`config.mk`:
```
export PLATFORM = sky130hd
export DESIGN_NAME = shell_command_tokenizer
export DESIGN_NICKNAME = d
export VERILOG_FILES = /design/src/rtl/scmd_pkg.sv /design/src/rtl/scmd_lexer.sv /design/src/rtl/scmd_outq.sv /design/src/rtl/shell_command_tokenizer.sv
export SDC_FILE = /design/constraint.sdc
export NUM_CORES = 1
export LEC_CHECK = 0
export BUFFER_PORTS_ARGS = -buffer_cell sky130_fd_sc_hd__buf_2
export CAP_MARGIN = 10
export CORE_MARGIN = 5
export CORE_UTILIZATION = 33
export DETAILED_ROUTE_END_ITERATION = 8
export SKIP_CTS_REPAIR_TIMING = 1
export SYNTH_ARGS = -nofsm -noshare
export SYNTH_HDL_FRONTEND = slang
export SYNTH_SLANG_ARGS = --single-unit
```
`constraint.sdc`:
```
create_clock -name clk -period 14.6 [get_ports clk]
set_clock_uncertainty 0.1 [all_clocks]
set_input_delay 0 -clock clk [delete_from_list [all_inputs] [get_ports clk]]
set_output_delay 0 -clock clk [all_outputs]
set_load 0.01 [all_outputs]
```
`src/rtl/scmd_pkg.sv`:
```
// Shared types and constants for the shell command tokenizer.
`default_nettype none
package scmd_pkg;

	localparam int MAX_LINE_DEF = 4096;
	localparam int CHAR_W       = 8;
	localparam int START_W      = 12;
	localparam int LEN_W        = 13;
	localparam int QUEUE_DEPTH  = 4;

	localparam logic [CHAR_W-1:0] CH_NUL   = 8'h00;
	localparam logic [CHAR_W-1:0] CH_SPACE = 8'h20;
	localparam logic [CHAR_W-1:0] CH_TAB   = 8'h09;
	localparam logic [CHAR_W-1:0] CH_LESS  = 8'h3C;
	localparam logic [CHAR_W-1:0] CH_GREAT = 8'h3E;
	localparam logic [CHAR_W-1:0] CH_PIPE  = 8'h7C;
	localparam logic [CHAR_W-1:0] CH_SEMI  = 8'h3B;
	localparam logic [CHAR_W-1:0] CH_AMP   = 8'h26;

	typedef enum logic [3:0] {
		TK_WORD     = 4'd0,
		TK_LESS     = 4'd1,
		TK_GREAT    = 4'd2,
		TK_DGREAT   = 4'd3,
		TK_PIPE     = 4'd4,
		TK_OR_IF    = 4'd5,
		TK_AND_IF   = 4'd6,
		TK_SEMI     = 4'd7,
		TK_END      = 4'd8,
		TK_SYNTAX   = 4'd9,
		TK_TOO_LONG = 4'd10
	} token_kind_t;

	typedef enum logic [1:0] {
		PEND_NONE  = 2'd0,
		PEND_GREAT = 2'd1,
		PEND_PIPE  = 2'd2,
		PEND_AMP   = 2'd3
	} pend_t;

	typedef struct packed {
		token_kind_t         kind;
		logic [START_W-1:0]  start;
		logic [LEN_W-1:0]    length;
		logic                last;
	} tok_t;

	// up to two tokens produced by one byte
	typedef struct packed {
		logic [1:0] n;
		tok_t       r1;
		tok_t       r0;
	} tok_push_t;

	function automatic tok_t mk_tok(token_kind_t kind, logic [START_W-1:0] start,
			logic [LEN_W-1:0] length);
		tok_t t;
		t.kind   = kind;
		t.start  = start;
		t.length = length;
		t.last   = 1'b0;
		return t;
	endfunction

endpackage
`default_nettype wire

```
`src/rtl/scmd_lexer.sv`:
```
// Lexer state and per-byte token decode.
`default_nettype none
module scmd_lexer #(
	parameter int MaxLine = scmd_pkg::MAX_LINE_DEF
) (
	input  wire logic                          clk,
	input  wire logic                          arst_n,
	input  wire logic                          en,
	input  wire logic [scmd_pkg::CHAR_W-1:0]   c,
	output scmd_pkg::tok_push_t                push
);

	localparam int POS_W = $clog2(MaxLine + 1);
	localparam int EXT_W = (POS_W > scmd_pkg::LEN_W) ? POS_W : scmd_pkg::LEN_W;

	scmd_pkg::pend_t   pend_q, pend_n;
	logic              in_word_q, in_word_n;
	logic [POS_W-1:0]  begin_q, begin_n;
	logic [POS_W-1:0]  pos_q, pos_n;
	logic              disc_q, disc_n;

	function automatic logic ends_word(logic [scmd_pkg::CHAR_W-1:0] b);
		return b == scmd_pkg::CH_NUL || b == scmd_pkg::CH_SPACE || b == scmd_pkg::CH_TAB ||
			b == scmd_pkg::CH_LESS || b == scmd_pkg::CH_GREAT || b == scmd_pkg::CH_PIPE ||
			b == scmd_pkg::CH_SEMI || b == scmd_pkg::CH_AMP;
	endfunction

	always_comb begin
		scmd_pkg::tok_t  res [2];
		logic [1:0]      n;
		logic            do_plain;
		logic            skip_tail;
		logic            plain_sw;
		logic [EXT_W-1:0] ext_start;
		logic [EXT_W-1:0] ext_len;
		scmd_pkg::tok_t  t;

		res[0]    = scmd_pkg::mk_tok(scmd_pkg::TK_WORD, '0, '0);
		res[1]    = scmd_pkg::mk_tok(scmd_pkg::TK_WORD, '0, '0);
		n         = 2'd0;
		do_plain  = 1'b0;
		skip_tail = 1'b0;
		plain_sw  = 1'b0;
		ext_start = EXT_W'(begin_q);
		ext_len   = EXT_W'(pos_q) - EXT_W'(begin_q);
		t         = scmd_pkg::mk_tok(scmd_pkg::TK_WORD, '0, '0);
		pend_n    = pend_q;
		in_word_n = in_word_q;
		begin_n   = begin_q;
		pos_n     = pos_q;
		disc_n    = disc_q;

		if (disc_q) begin
			if (c == scmd_pkg::CH_NUL) begin
				pend_n    = scmd_pkg::PEND_NONE;
				in_word_n = 1'b0;
				begin_n   = '0;
				pos_n     = '0;
				disc_n    = 1'b0;
			end
		end else if (c != scmd_pkg::CH_NUL && pos_q >= POS_W'(MaxLine)) begin
			res[0]    = scmd_pkg::mk_tok(scmd_pkg::TK_TOO_LONG, '0, '0);
			n         = 2'd1;
			pend_n    = scmd_pkg::PEND_NONE;
			in_word_n = 1'b0;
			begin_n   = '0;
			disc_n    = 1'b1;
		end else begin
			pend_n = scmd_pkg::PEND_NONE;
			unique case (pend_q)
				scmd_pkg::PEND_GREAT: begin
					if (c == scmd_pkg::CH_GREAT) begin
						res[0] = scmd_pkg::mk_tok(scmd_pkg::TK_DGREAT, '0, '0);
					end else begin
						res[0]   = scmd_pkg::mk_tok(scmd_pkg::TK_GREAT, '0, '0);
						do_plain = 1'b1;
					end
					n = 2'd1;
				end
				scmd_pkg::PEND_PIPE: begin
					if (c == scmd_pkg::CH_PIPE) begin
						res[0] = scmd_pkg::mk_tok(scmd_pkg::TK_OR_IF, '0, '0);
					end else begin
						res[0]   = scmd_pkg::mk_tok(scmd_pkg::TK_PIPE, '0, '0);
						do_plain = 1'b1;
					end
					n = 2'd1;
				end
				scmd_pkg::PEND_AMP: begin
					n = 2'd1;
					if (c == scmd_pkg::CH_AMP) begin
						res[0] = scmd_pkg::mk_tok(scmd_pkg::TK_AND_IF, '0, '0);
					end else begin
						res[0]    = scmd_pkg::mk_tok(scmd_pkg::TK_SYNTAX, '0, '0);
						in_word_n = 1'b0;
						skip_tail = 1'b1;
						if (c == scmd_pkg::CH_NUL) begin
							begin_n = '0;
							pos_n   = '0;
						end else begin
							disc_n = 1'b1;
						end
					end
				end
				default: begin
					do_plain = 1'b1;
				end
			endcase

			if (do_plain) begin
				plain_sw = 1'b1;
				if (in_word_q) begin
					if (ends_word(c)) begin
						res[n[0]] = scmd_pkg::mk_tok(scmd_pkg::TK_WORD,
							ext_start[scmd_pkg::START_W-1:0], ext_len[scmd_pkg::LEN_W-1:0]);
						n         = n + 2'd1;
						in_word_n = 1'b0;
					end else begin
						plain_sw = 1'b0;
					end
				end
				if (plain_sw) begin
					t = scmd_pkg::mk_tok(scmd_pkg::TK_WORD, '0, '0);
					case (c)
						scmd_pkg::CH_NUL: begin
							t         = scmd_pkg::mk_tok(scmd_pkg::TK_END, '0, '0);
							res[n[0]] = t;
							n         = n + 2'd1;
						end
						scmd_pkg::CH_SPACE, scmd_pkg::CH_TAB: begin
						end
						scmd_pkg::CH_LESS: begin
							t         = scmd_pkg::mk_tok(scmd_pkg::TK_LESS, '0, '0);
							res[n[0]] = t;
							n         = n + 2'd1;
						end
						scmd_pkg::CH_SEMI: begin
							t         = scmd_pkg::mk_tok(scmd_pkg::TK_SEMI, '0, '0);
							res[n[0]] = t;
							n         = n + 2'd1;
						end
						scmd_pkg::CH_GREAT: pend_n = scmd_pkg::PEND_GREAT;
						scmd_pkg::CH_PIPE:  pend_n = scmd_pkg::PEND_PIPE;
						scmd_pkg::CH_AMP:   pend_n = scmd_pkg::PEND_AMP;
						default: begin
							in_word_n = 1'b1;
							begin_n   = pos_q;
						end
					endcase
				end
			end

			if (!skip_tail) begin
				if (c == scmd_pkg::CH_NUL) begin
					pend_n    = scmd_pkg::PEND_NONE;
					in_word_n = 1'b0;
					begin_n   = '0;
					pos_n     = '0;
					disc_n    = 1'b0;
				end else begin
					pos_n = pos_q + POS_W'(1);
				end
			end
		end

		if (n == 2'd1) begin
			res[0].last = 1'b1;
		end else if (n == 2'd2) begin
			res[1].last = 1'b1;
		end
		push.n  = en ? n : 2'd0;
		push.r0 = res[0];
		push.r1 = res[1];
	end

	always_ff @(posedge clk or negedge arst_n) begin
		if (!arst_n) begin
			pend_q    <= scmd_pkg::PEND_NONE;
			in_word_q <= 1'b0;
			begin_q   <= '0;
			pos_q     <= '0;
			disc_q    <= 1'b0;
		end else if (en) begin
			pend_q    <= pend_n;
			in_word_q <= in_word_n;
			begin_q   <= begin_n;
			pos_q     <= pos_n;
			disc_q    <= disc_n;
		end
	end

endmodule
`default_nettype wire

```
`src/rtl/scmd_outq.sv`:
```
// Four-entry token queue, two writes and one read per cycle.
`default_nettype none
module scmd_outq (
	input  wire logic                clk,
	input  wire logic                arst_n,
	input  wire scmd_pkg::tok_push_t push,
	output logic                     room,
	output logic                     out_valid,
	input  wire logic                out_ready,
	output scmd_pkg::tok_t           out_tok
);

	localparam int PTR_W = $clog2(scmd_pkg::QUEUE_DEPTH);
	localparam int CNT_W = PTR_W + 1;

	scmd_pkg::tok_t     ent_q [scmd_pkg::QUEUE_DEPTH];
	logic [PTR_W-1:0]   wr_q;
	logic [PTR_W-1:0]   rd_q;
	logic [CNT_W-1:0]   cnt_q;
	logic               pop;
	logic [PTR_W-1:0]   wr_1;

	assign pop       = out_valid && out_ready;
	assign out_valid = cnt_q != '0;
	assign out_tok   = ent_q[rd_q];
	assign room      = cnt_q <= CNT_W'(scmd_pkg::QUEUE_DEPTH - 2);
	assign wr_1      = wr_q + PTR_W'(1);

	always_ff @(posedge clk) begin
		if (push.n != 2'd0) begin
			ent_q[wr_q] <= push.r0;
		end
		if (push.n == 2'd2) begin
			ent_q[wr_1] <= push.r1;
		end
	end

	always_ff @(posedge clk or negedge arst_n) begin
		if (!arst_n) begin
			wr_q  <= '0;
			rd_q  <= '0;
			cnt_q <= '0;
		end else begin
			wr_q  <= wr_q + PTR_W'(push.n);
			rd_q  <= rd_q + PTR_W'(pop);
			cnt_q <= cnt_q + CNT_W'(push.n) - CNT_W'(pop);
		end
	end

endmodule
`default_nettype wire

```
`src/rtl/shell_command_tokenizer.sv`:
```
// Top level of the shell command tokenizer.
//
// Bytes of a command line enter on the s_ stream, one per request, in
// s_tdata[7:0]; a zero byte ends the line. Tokens leave on the m_ stream:
// m_tuser holds the token kind, m_tdata the word start and length, and
// m_tlast marks the last token caused by one input byte.
// A byte is taken into an input register, decoded against the lexer state
// once the output queue has room, and its zero, one or two tokens are written into a
// four-entry output queue. Each token passes the input register and then the
// queue entry registers before it is offered on the m_ stream.
// Throughput is one byte per cycle while each byte gives at most one token
// and the receiver does not stall; a byte that gives two tokens is read out
// one token at a time through the single read port of the output queue.
// When the receiver stalls the queue fills; the decode stage waits until
// two queue entries are free, and s_tready falls once the input register
// is also held. No token is lost or repeated.
// Reset clears the lexer to the start of a line and empties the queue.
`default_nettype none
module shell_command_tokenizer #(
	parameter int MAX_LINE = scmd_pkg::MAX_LINE_DEF
) (
	input  wire logic        clk,
	input  wire logic        arst_n,
	input  wire logic        s_tvalid,
	output logic             s_tready,
	input  wire logic [7:0]  s_tdata,   // [7:0] char_byte
	output logic             m_tvalid,
	input  wire logic        m_tready,
	output logic [31:0]      m_tdata,   // [11:0] word_start, [24:12] word_length, rest zero
	output logic [3:0]       m_tuser,   // [3:0] token_kind
	output logic             m_tlast    // last
);

	logic                          valid_s1;
	logic [scmd_pkg::CHAR_W-1:0]   byte_s1;
	logic                          room;
	logic                          advance;
	scmd_pkg::tok_push_t           push;
	scmd_pkg::tok_t                head;

	assign advance  = valid_s1 && room;
	assign s_tready = !valid_s1 || room;

	always_ff @(posedge clk) begin
		if (s_tvalid && s_tready) begin
			byte_s1 <= s_tdata;
		end
	end

	always_ff @(posedge clk or negedge arst_n) begin
		if (!arst_n) begin
			valid_s1 <= 1'b0;
		end else if (s_tready) begin
			valid_s1 <= s_tvalid;
		end
	end

	scmd_lexer #(
		.MaxLine(MAX_LINE)
	) u_lexer (
		.clk    (clk),
		.arst_n (arst_n),
		.en     (advance),
		.c      (byte_s1),
		.push   (push)
	);

	scmd_outq u_outq (
		.clk       (clk),
		.arst_n    (arst_n),
		.push      (push),
		.room      (room),
		.out_valid (m_tvalid),
		.out_ready (m_tready),
		.out_tok   (head)
	);

	assign m_tuser = head.kind;
	assign m_tdata = {7'd0, head.length, head.start};
	assign m_tlast = head.last;

endmodule
`default_nettype wire

```
Yosys cells after proc, flatten, opt, wreduce, memory -nomap -nowiden
Memory sizes are Yosys's and may differ from the RTL's.
Cells that the tools add are included.
Operators by class
  add/subtract/negate cells: 9
  $lt $le $gt $ge: 6
  equal/unequal tests: 17
  multiplexer cells: 101
  bitwise logic cells: 11
  reduce and logical (&&, ||, !) cells: 24
Operators by type and width (number)
  2-to-1 mux 60 bit: 8
  2-to-1 mux 13 bit: 17
  2-to-1 mux 30 bit: 7
  case mux 60 bit (3 select lines): 1
  bitwise AND 58 bit: 2
  inverter 58 bit: 2
  case mux 30 bit (3 select lines): 1
  bitwise mux 60 bit: 1
  demux 30 bit (select 1 bit): 2
  bitwise AND 54 bit: 1
  2-to-1 mux 27 bit: 2
  inverter 54 bit: 1
  == test 8 x 6 -> 1 bit (second input constant): 5
  2-to-1 mux 1 bit: 40
  2-to-1 mux 2 bit: 20
  adder 13 x 1 -> 13 bit (second input constant): 1
  greater-or-equal comparator 13 bit (second input constant): 1
  subtractor 13 bit: 1
  == test 2 bit (second input constant): 4
  == test 8 x 4 -> 1 bit (second input constant): 1
  == test 8 x 7 -> 1 bit (second input constant): 1
  logical NOT 8 bit: 1
  logical OR 1 bit: 8
  nonzero test 8 bit: 1
  25 further kinds: 39
Storage, ports and cells
  register bits: 46
  bits in writable memories: 120
  input bits: 12
  output and inout bits: 39
  logic and storage cells: 179
  memories: 1
Memories
  u_outq.ent_q: words 4, bits a word 30, read ports 1, clocked after Yosys merged registers in 0, wr ports 2, line scmd_outq.sv:16  | scmd_pkg::tok_t ent_q [scmd_pkg::QUEUE_DEPTH];

Logic depth before layout (Yosys ltp)
  depth after elaboration: 27
  depth in mapped cells: 15
  mapped depth without buffers: 14

Cells and area by module
From an unflattened synthesis, not the netlist that was laid out.
Unflattened totals
  cell total of the unflattened synthesis: 738
  area, all modules: 9750.6 um2
Modules (own cells, without submodules)
  scmd_outq: instances 1, cells an instance 332, area each 6389.9 um2, sequential area each 3778.6 um2
  scmd_lexer: instances 1, cells an instance 385, area each 3004.1 um2, sequential area each 750.7 um2
  shell_command_tokenizer: instances 1, cells an instance 21, area each 356.6 um2, sequential area each 265.3 um2

Least setup slack after synthesis
No wires, ideal clock.
  path kind: register to register
  from: register byte_s1[0] (netlist name)
  to: memory u_outq.ent_q[1][0] (netlist name), enable pin
  setup time: 0.463 ns
  data arrival time: 5.035 ns
  required time: 14.037 ns
  setup slack: 9.001 ns
  cell stages (with the launch flop): 12
  buffers on the path: 1
  clock period less this slack: 5.599 ns
  cell sequence: edfxtp_1 or4_4 nor2_2 a311oi_1 o221ai_4 ha_1 nor2b_1 nor2_1 o32ai_2 buf_6 nand4_1 a211oi_1
RTL lines
  start: declaration: line shell_command_tokenizer.sv:35  | logic [scmd_pkg::CHAR_W-1:0] byte_s1;
  start signal: assignment: line shell_command_tokenizer.sv:46  | byte_s1 <= s_tdata;
  end: declaration: line scmd_outq.sv:16

==> flow_metrics.tcl <==
set metrics [dict create \
    status "complete, no violations" \
    drt_wl_total_mm 18.23 \
    die_y_um 169.1 \
    finalCritPeriodShare_pct 33.88 \
    first_iter_violations 434 \
    insertion_delay_ps 420 \
    critical_path.max_fanout 30 \
    yosys-top-cells-area "edfxtp_1 (46%), dfrtp_1 (11%), mux4_2 (8.1%)" \
    syn_area_mm2 0.008348 \
    min_period_ps 4947 \
    io_pins 51 \
    syn_area_per_cell_um2 12.82 \
    root_buffer "clkbuf_16" \
    placed_area_mm2 0.008856 \
    first_global_vias 5260 \
    yosysWarnings 0 \
    end_kind "flip-flop" \
    path_class "reg2reg" \
    ant_nets 0 \
    cts_tree "yes" \
    place.gp.congestion 0.8908 \
    grtUsageTotal_pct 13.34 \
    holdWs_ps 128.2 \
    leakage_nw 3.478 \
    die_w_um 169.1 \
    synth-edff-count 128 \
    worstMarginPinSlew_ps 1109 \
    hold_class "in2async" \
    required_ps 14540 \
    finish.utilization_pct 38.27 \
    synth_cell_types 72 \
    antenna_found_initial 0 \
    power_density_mw_per_mm2 189.3 \
    antenna_cells 0 \
    setup_viol 0 \
    area_growth_pct 14.76 \
    fp.dieArea_mm2 0.02858 \
    hold_violations 0 \
    cp_top_family "compound AO/OA/AOI/OAI gates" \
    routedWlPerCell_um 17.41 \
    path_buf_inv 0 \
    yosysTopAreaCellShare_pct 46.04 \
    slowest_delay_ps 970 \
    synth-main-ff-cell "edfxtp_1" \
    yosysTopAreaCell "edfxtp_1" \
    clk_path_buf_depth 2 \
    top_layer "met4" \
    synth.most_common_cell "edfxtp_1" \
    cts_buffers 17 \
    postSynth.asyncResetShare_pct 22.89 \
    start_util_pct 33.34 \
    overflow 0 \
    cts_sinks 166 \
    netlist_instances 651 \
    worstPathArrival_ps 4880 \
    cts_max_level 4 \
    io_buffers 43 \
    clkTransAtPathRegs_ps 70 \
    rows 58 \
    peakVddDrop_v 0.00007794 \
    setup_tns_ps 0 \
    fin_area_mm2 0.009580 \
    max_freq_ghz 0.2021 \
    nFillCells 2390 \
    register_area_mm2 0.004796 \
    route.met3.wl_um 676 \
    critPathSlowestCell "a21oi_4" \
    rsz0062_at_grt "false" \
    vias 5255 \
    wl_met1_mm 8.578 \
    ys_seq_elements 166 \
    nets 737 \
    path_cells "or4_4 > nor2_2 > a311oi_1 > o221ai_4 > ha_1 > nor2b_1 > nor2_1 > o32ai_2 > nand4_1 > a21oi_4" \
    avgViaCountPerCell 5.019 \
    grt_pass1_wl_mm 29.77 \
    coreArea_mm2 0.02504 \
    slew-limit-headroom_pct 25.88 \
    yosysSeqAreaShare_pct 57.43 \
    power_mw 1.814 \
    multi_input_area_mm2 0.003289 \
    route.met2.wl_mm 8.845 \
    synth_common_cells "edfxtp_1 (128), nor2_1 (121), nand2_1 (42), dfrtp_1 (38), mux4_2 (30)" \
    remaining_drc_errors 0 \
    layout-drive-gt1-share_pct 19.67 \
    start_kind "flip-flop" \
    maxSlewViolCount 0 \
    dr.pass1.iters 5 \
    dpl.hpwl_mm 11.81 \
    grt_max_degree 39 \
    drv_cap 0 \
]
[routing by layer]
layer	vias to the layer above	GRT usage [%]
li1	2504	-
met1	2622	18.33
met2	114	21.89
met3	15	2.919
met4	0	2.905
met5	-	0
[final cells by class]
type	instances	area share [%]
Tap cell	330	4.310
Clock inverter	13	1.894
Timing Repair Buffer	61	3.944
Multi-Input combinational cell	434	34.33
Inverter	24	0.9403
Sequential cell	166	50.06
Clock buffer	19	4.519
[logic make-up after synthesis]
kind of cell	count (synthesis)	share of synthesized area, %
other	1	0.04492
AND/OR/NAND/NOR	240	14.46
XOR/XNOR	25	2.623
multiplexers	37	9.562
flip-flops	166	57.43
adder cells (fa/ha/maj)	21	3.327
AO/OA/AOI/OAI	104	8.738
buffers and inverters	57	3.807
[layout by cell type, fill, tap and decap left out, types with 7 or more instances in the layout]
| master | netlist | final |
|---|---|---|
| edfxtp_1 | 128 | 128 |
| nor2_1 | 121 | 121 |
| buf_2 | 2 | 43 |
| nand2_1 | 42 | 42 |
| dfrtp_1 | 38 | 37 |
| mux4_2 | 30 | 30 |
| inv_1 | 24 | 24 |
| a21oi_1 | 24 | 23 |
| ha_1 | 19 | 19 |
| o21ai_0 | 20 | 18 |
| clkbuf_16 | 0 | 17 |
| xor2_1 | 13 | 13 |
| xnor2_1 | 12 | 12 |
| a22o_1 | 12 | 12 |
| nor2b_1 | 11 | 11 |
| dlygate4sd3_1 | 0 | 11 |
| conb_1 | 1 | 7 |
| buf_4 | 7 | 7 |
[worst register-to-register path, cell delays in order (launching register included)]
cell      delay (ps)
edfxtp_1         490
or4_4            620
nor2_2           120
a311oi_1          80
o221ai_4         330
ha_1             290
nor2b_1          140
nor2_1           120
o32ai_2          900
nand4_1          390
a21oi_4          970
[worst paths after layout]
kind | from | to | slack (ps) | cells after the start
min in group clk | s_tdata[6] | byte_s1[6]$_DFFE_PP_ | 180 | 2
max in group asynchronous | arst_n | u_outq.rd_q[0]$_DFF_PN0_ | 13650 | 2
worst max register to register | byte_s1[1]$_DFFE_PP_ | u_outq.ent_q[3][22]$_DFFE_PP_ | 9650 | 10
worst min register to register | u_lexer.begin_q[5]$_DFFE_PN0P_ | u_lexer.begin_q[5]$_DFFE_PN0P_ | 400 | 1
worst max-delay path | byte_s1[1]$_DFFE_PP_ | u_outq.ent_q[3][22]$_DFFE_PP_ | 9650 | 10
worst min-delay path | arst_n | u_outq.cnt_q[2]$_DFF_PN0_ | 130 | 2
[state kept, by name, summed over array words and instances, names as in the netlist]
name	count
u_outq.rd_q	2
u_lexer.pos_q	13
valid_s1	1
u_lexer.in_word_q	1
u_outq.wr_q	2
u_lexer.disc_q	1
u_lexer.pend_q	2
u_lexer.begin_q	13
u_outq.cnt_q	3
byte_s1	8
u_outq.ent_q	120
[stage by stage]
| step | cells | worst slack [ps] |
|---|---|---|
| global placement | 1004 | 9740 |
| detailed placement | 1004 | 9631 |
| CTS | 1036 | 9626 |
| floorplan | 657 | 9001 |
| finish | 1047 | 9653 |
| global route | 1047 | 9285 |
[where the power goes]
| group | switching [mW] | leakage [nW] | total (mW) | internal [mW] |
|---|---|---|---|---|
| logic | 0.407 | 1.50 | 0.693 | 0.286 |
| registers | 0.0650 | 1.67 | 0.645 | 0.580 |
| clock network | 0.200 | 0.304 | 0.476 | 0.276 |
Power figures use the tool's default switching activity.
